--- config.mk ---
export PLATFORM = sky130hd
export DESIGN_NAME = pvc_regs
export DESIGN_NICKNAME = d
export VERILOG_FILES = /design/src/rtl/pvc_pkg.sv /design/src/rtl/pvc_regs.sv
export SDC_FILE = /design/constraint.sdc
export NUM_CORES = 1
export LEC_CHECK = 0
export BUFFER_PORTS_ARGS = -buffer_cell sky130_fd_sc_hd__buf_2
export CORE_UTILIZATION = 50
export DETAILED_ROUTE_END_ITERATION = 8
export GPL_TIMING_DRIVEN = 0
export PLACE_DENSITY = 0.92
export SLEW_MARGIN = 30
export SYNTH_ARGS = -nofsm -noshare
export SYNTH_HDL_FRONTEND = slang
export SYNTH_SLANG_ARGS = --single-unit
--- constraint.sdc ---
create_clock -name clk -period 1.6 [get_ports clk]
set_input_delay 0.16 -clock clk [delete_from_list [all_inputs] [get_ports clk]]
set_output_delay 0.16 -clock clk [all_outputs]
set_load 0.1 [all_outputs]
--- src/rtl/pvc_pkg.sv ---
package pvc_pkg;

	localparam int GAIN_W  = 24;
	localparam int PULSE_W = 16;
	localparam int VENT_W  = 15;
	localparam int FAN_W   = 7;
	localparam int TEMP_W  = 8;
	localparam int SUM_W   = 32;
	localparam int ERR_W   = 9;

	localparam logic [VENT_W-1:0] VENT_FULL = 15'd25600;
	localparam logic signed [SUM_W-1:0] SUM_LIMIT = 32'sh7FFF_FFFF;

	// 180 degrees in unsigned Q8.8; split into 2^10 * 45 for the servo divide
	localparam logic [15:0] ANGLE_SPAN_Q8 = 16'd46080;
	localparam int SERVO_SHIFT = 10;
	localparam int SERVO_RK    = 28;
	localparam logic [22:0] SERVO_RM = 23'd5965233;

	localparam int CFG_ADDR_W = 5;
	localparam int CFG_DATA_W = 32;

	typedef enum logic [2:0] {
		REG_PROP_GAIN     = 3'd0,
		REG_INTEG_GAIN    = 3'd1,
		REG_DERIV_GAIN    = 3'd2,
		REG_PULSE_AT_ZERO = 3'd3,
		REG_PULSE_AT_FULL = 3'd4
	} reg_idx_t;

	typedef struct packed {
		logic [GAIN_W-1:0]  prop_gain;
		logic [GAIN_W-1:0]  integ_gain;
		logic [GAIN_W-1:0]  deriv_gain;
		logic [PULSE_W-1:0] pulse_at_zero;
		logic [PULSE_W-1:0] pulse_at_full;
	} cfg_t;

endpackage

--- src/rtl/pvc_regs.sv ---
module pvc_regs
	import pvc_pkg::*;
(
	input  logic                  clk,
	input  logic                  arst_n,
	input  logic                  psel,
	input  logic                  penable,
	input  logic                  pwrite,
	input  logic [CFG_ADDR_W-1:0] paddr,
	input  logic [CFG_DATA_W-1:0] pwdata,
	output logic [CFG_DATA_W-1:0] prdata,
	output logic                  pready,
	output cfg_t                  cfg
);

	cfg_t     cfg_q;
	logic     wr_en;
	reg_idx_t idx;

	assign pready = 1'b1;
	assign wr_en  = psel && penable && pwrite;
	assign idx    = reg_idx_t'(paddr[CFG_ADDR_W-1:2]);
	assign cfg    = cfg_q;

	always_ff @(posedge clk or negedge arst_n) begin
		if (!arst_n) begin
			cfg_q.prop_gain     <= 24'd655360;
			cfg_q.integ_gain    <= 24'd6554;
			cfg_q.deriv_gain    <= 24'd327680;
			cfg_q.pulse_at_zero <= 16'd2000;
			cfg_q.pulse_at_full <= 16'd1000;
		end else if (wr_en) begin
			unique case (idx)
				REG_PROP_GAIN:     cfg_q.prop_gain     <= pwdata[GAIN_W-1:0];
				REG_INTEG_GAIN:    cfg_q.integ_gain    <= pwdata[GAIN_W-1:0];
				REG_DERIV_GAIN:    cfg_q.deriv_gain    <= pwdata[GAIN_W-1:0];
				REG_PULSE_AT_ZERO: cfg_q.pulse_at_zero <= pwdata[PULSE_W-1:0];
				REG_PULSE_AT_FULL: cfg_q.pulse_at_full <= pwdata[PULSE_W-1:0];
				default: ;
			endcase
		end
	end

	always_comb begin
		unique case (idx)
			REG_PROP_GAIN:     prdata = CFG_DATA_W'(cfg_q.prop_gain);
			REG_INTEG_GAIN:    prdata = CFG_DATA_W'(cfg_q.integ_gain);
			REG_DERIV_GAIN:    prdata = CFG_DATA_W'(cfg_q.deriv_gain);
			REG_PULSE_AT_ZERO: prdata = CFG_DATA_W'(cfg_q.pulse_at_zero);
			REG_PULSE_AT_FULL: prdata = CFG_DATA_W'(cfg_q.pulse_at_full);
			default:           prdata = '0;
		endcase
	end

endmodule

* Word level (Yosys, flattened, before mapping) *
Cells that the tools add are included.

cells by class
  equality and inequality tests = 4
  muxes and demuxes = 1
  reduce and logical (&&, ||, !) cells = 8

operators with widths
  operator            number
  $pmux 24 s5         1
  $reduce_and 2->1    5
  $eq 3x2->1 const B  2
  $eq 3x1->1 const B  1
  $eq 3x3->1 const B  1
  $logic_not 3->1     1
  $logic_and 1x1->1   2

word-level totals
  bits in registers = 104
  input bits = 42
  output and inout bits = 137
  logic and storage cells = 18

* Longest topological paths before layout *
  word-level depth = 3
  mapped depth = 5
  mapped depth without buffers = 3

* Worst setup path before layout *
No wires, ideal clock.

  path kind = register -> output
  start = register cfg_q (netlist bit cfg[13])
  end = output port prdata[13]
  arrival time = 3314 ps
  data required time = 1440 ps
  setup slack = -1874 ps
  stages on the path, launching flop included = 4
  buffers on the path = 0
  cell sequence = dfrtp_1 -> nand2_1 -> a2bb2oi_1 -> o21ai_0

on the way
  longest elaborated chain between the ends = 1

ends and longest elaborated chain
  element      RTL line        source
  from (decl)  pvc_regs.sv:16  cfg_t cfg_q;
  $pmux 24 s5  pvc_regs.sv:45  unique case (idx)
  to (decl)    pvc_regs.sv:11  output logic [CFG_DATA_W-1:0] prdata,

No other way between the ends.

* Worst setup path in the final report *
  start = register cfg_q (netlist bit cfg[99])
  end = output port prdata[19]

The elaborated chain is that of the path after synthesis.

==> results.json <==
{
  "gp_congestion": 0.808,
  "r2r-start": "cfg[33]$_DFFE_PN0P_",
  "cts-root-buf": "clkbuf_8",
  "setup_ws_ns": -0.231,
  "fin_util_pct": 81.4,
  "ioPinCount": 179,
  "hold_viol_final": 0,
  "rows": 35,
  "num_vias": 4044,
  "grt_max_degree": 54,
  "track_usage_pct": 32.0,
  "violations": "setup timing",
  "crit_start": "cfg[99]$_DFFE_PN1P_",
  "synthSimpleGateAreaFrac_pct": 4.03,
  "fin_hold_ws_ns": 0.0489,
  "holdPathEnd": "cfg[78]$_DFFE_PN0P_",
  "status": "finished, violations left",
  "routed_wl_um": 16000,
  "power.density_nw_per_um2": 1680,
  "fp.coreArea_sq_um": 9420,
  "die_w_um": 101,
  "synthArstFlopShare_pct": 100,
  "synthMuxAreaShare_pct": 30.5,
  "ff2ff_path_depth": 3,
  "cts_buffer_depth": 2,
  "synth_compound_area_share_pct": 7.72,
  "synth.largest_area_cell": "dfrtp_1",
  "path_clk_slew_ns": 0.11,
  "min_period_ns": 1.83,
  "antenna_found_initial": 1,
  "vias_per_cell": 5.72,
  "synthTopCellsByCount": "100 x mux2_2, 81 x dfrtp_1, 23 x dfstp_2, 20 x mux2_4",
  "startpoint_type": "register",
  "yosys_most_used_dff": "dfrtp_1",
  "dieArea_sq_um": 10300,
  "drc_errors": 0,
  "placed_cell_area_sq_um": 6460,
  "worst-path-max-fanout": 2,
  "yosysSeqAreaShare_pct": 53.2,
  "cts_sinks": 104,
  "synth_xor_xnor_area_share_pct": 0,
  "slowest_stage": "dfstp_4",
  "skew_ns": 0,
  "synth_cells": 355,
  "reg2reg_slack_ns": 0.56,
  "h-tree-depth": 3,
  "wl_per_cell_um": 22.6,
  "grt_remaining_overflow": 0,
  "worst_pin_slew_ns": 0.659,
  "dr.pass1.iters": 4,
  "finalSetupViolations": 23,
  "final_area_sq_um": 7660,
  "path_cells": "mux2i_2, or2_4, a21oi_4, buf_12",
  "cpLargestDelayFamily": "flip-flops",
  "ir_worst_vdd_mv": 1.15,
  "start_util_pct": 52.5,
  "synth-seq-cells": 104,
  "nets": 614,
  "grt_pass1_vias": 4411,
  "synth_top_area_share_pct": 41.0,
  "grt_pass1_wl_um": 24200,
  "synthAdderAreaFrac_pct": 0,
  "worst_ep_required_time_ns": 1.44,
  "max_freq_ghz": 0.546,
  "largest_reg_flops": 104,
  "max_slew_margin_pct": 56.1,
  "postRouteAntennaNets": 0,
  "insertion_delay_ns": 0.37,
  "dp_hpwl_um": 9750,
  "drtIter0Drc": 192,
  "period_share_pct": 114,
  "drv_slew": 0,
  "power_w": 0.0128,
  "min_from": "pwdata[22]",
  "cp_num_buf_inv": 1,
  "syn-mean-instance-area_sq_um": 13.9,
  "dp_worst_setup_slack_ns": -1.15,
  "min-delay-path-class": "in -> reg",
  "ys_warn_count": 0,
  "cp.arrival_ns": 1.67,
  "leakage_nw": 3.49,
  "cts_inserted_buffers": 9,
  "ys_types": 28,
  "synth_top_family_by_area": "multiplexers",
  "drive_above_1_share_pct": 90.5,
  "slowest_delay_ns": 0.63,
  "cap_violations": 0,
  "rsz0062_at_grt": "true",
  "cts_tree": "built",
  "yosysMostFrequentCell": "mux2_2",
  "worstReg2RegEnd": "cfg[33]$_DFFE_PN0P_",
  "path_class": "reg -> out",
  "areaGrowthSynthToFinish_pct": 55.0,
  "die_h_um": 101,
  "synth_edf_count": 0,
  "synth_area_sq_um": 4940,
  "whs_path_depth": 2,
  "synthTopCellsByArea": "dfrtp_1 41%, mux2_2 23%, dfstp_2 12%, mux2_4 6.1%, a32oi_1 2.8%",
  "endpoint_kind": "output pin",
  "port_buffers": 159
}
-- per-layer routing --
layer | vias to the layer above | part of all wire (%) | track usage, %
li1 | 1716 | - | -
met1 | 2097 | 39 | 38.1
met2 | 197 | 51 | 55.6
met3 | 34 | 6.8 | 6.49
met4 | 0 | 2.6 | 15.2
met5 | - | 0 | 0
-- cell families after synthesis --
| logic type | count (synthesis) |
|---|---|
| other cells | 2 |
| compound gates | 56 |
| mux | 128 |
| buf+inv | 35 |
| simple gates | 30 |
| flops | 104 |
-- placed cells by master (no fill, tap or decap), types with 2 or more instances in the layout --
cell	synthesis	layout
dfstp_2	23	6
clkbuf_8	0	11
conb_1	2	9
buf_6	3	5
nor2b_1	4	4
a22oi_2	0	5
mux2_4	20	28
a21oi_4	0	8
or2_4	0	5
nand2_1	10	9
buf_12	0	25
dfrtp_2	0	55
a22oi_1	15	10
mux2_2	100	92
o21ai_4	0	16
clkinvlp_4	0	4
clkinv_2	0	2
clkbuf_4	0	13
a32oi_2	0	10
clkbuf_2	0	2
dfstp_4	0	17
a32oi_4	0	6
mux2i_1	8	7
or2_2	8	3
buf_2	5	122
buf_4	15	61
dfrtp_4	0	14
dfrtp_1	81	12
-- worst reg2reg max path, delay by kind of cell, from the launching register on --
family	cells	cell delay (ns)
buffers and inverters	2	0.26
DFF	1	0.42
muxes	1	0.26
-- worst max path at each step --
stage                 endpoint  cells after the start  slack (ns)
floorplan           prdata[17]                      3       -0.27
global placement    prdata[14]                      7       -1.15
detailed placement  prdata[14]                      7       -1.15
CTS                 prdata[19]                      4       -0.22
global route        prdata[19]                      4       -0.25
finish              prdata[19]                      4       -0.23
-- through the flow --
stage / setup TNS (ns) / instances
after global routing: -3.53 / 706
after floorplan: -3.02 / 362
after CTS: -2.65 / 699
after detailed placement: -34.91 / 651
final: -2.57 / 707
after global placement: -101.43 / 650
-- what timing repair did --
action                                  CTS  global route
pin swaps                                19            13
endpoints found under the hold margin    44             0
hold buffers                              1             0
resized for setup                       143            33
buffers inserted                         31             7
endpoints found under the setup margin   30            51
-- where the power goes --
part	total (W)	switching (W)	internal (W)
registers	0.00382	0.000442	0.00337
clock network	0.00169	0.000965	0.000725
logic	0.00734	0.00560	0.00174
total	0.0128	0.00701	0.00583
-- area by class of cell --
cell class | instances | area (sq um)
fill | 493 | 1750
timing repair buffer | 199 | 1520
multi-input combinational | 223 | 2670
clock buffer | 9 | 124
sequential | 104 | 2820
inverter | 1 | 7.51
clock inverter | 7 | 71.3
antenna | 1 | 2.50
buffer | 34 | 290
tap | 129 | 161
Note: power is estimated with default switching activity, not from simulation.
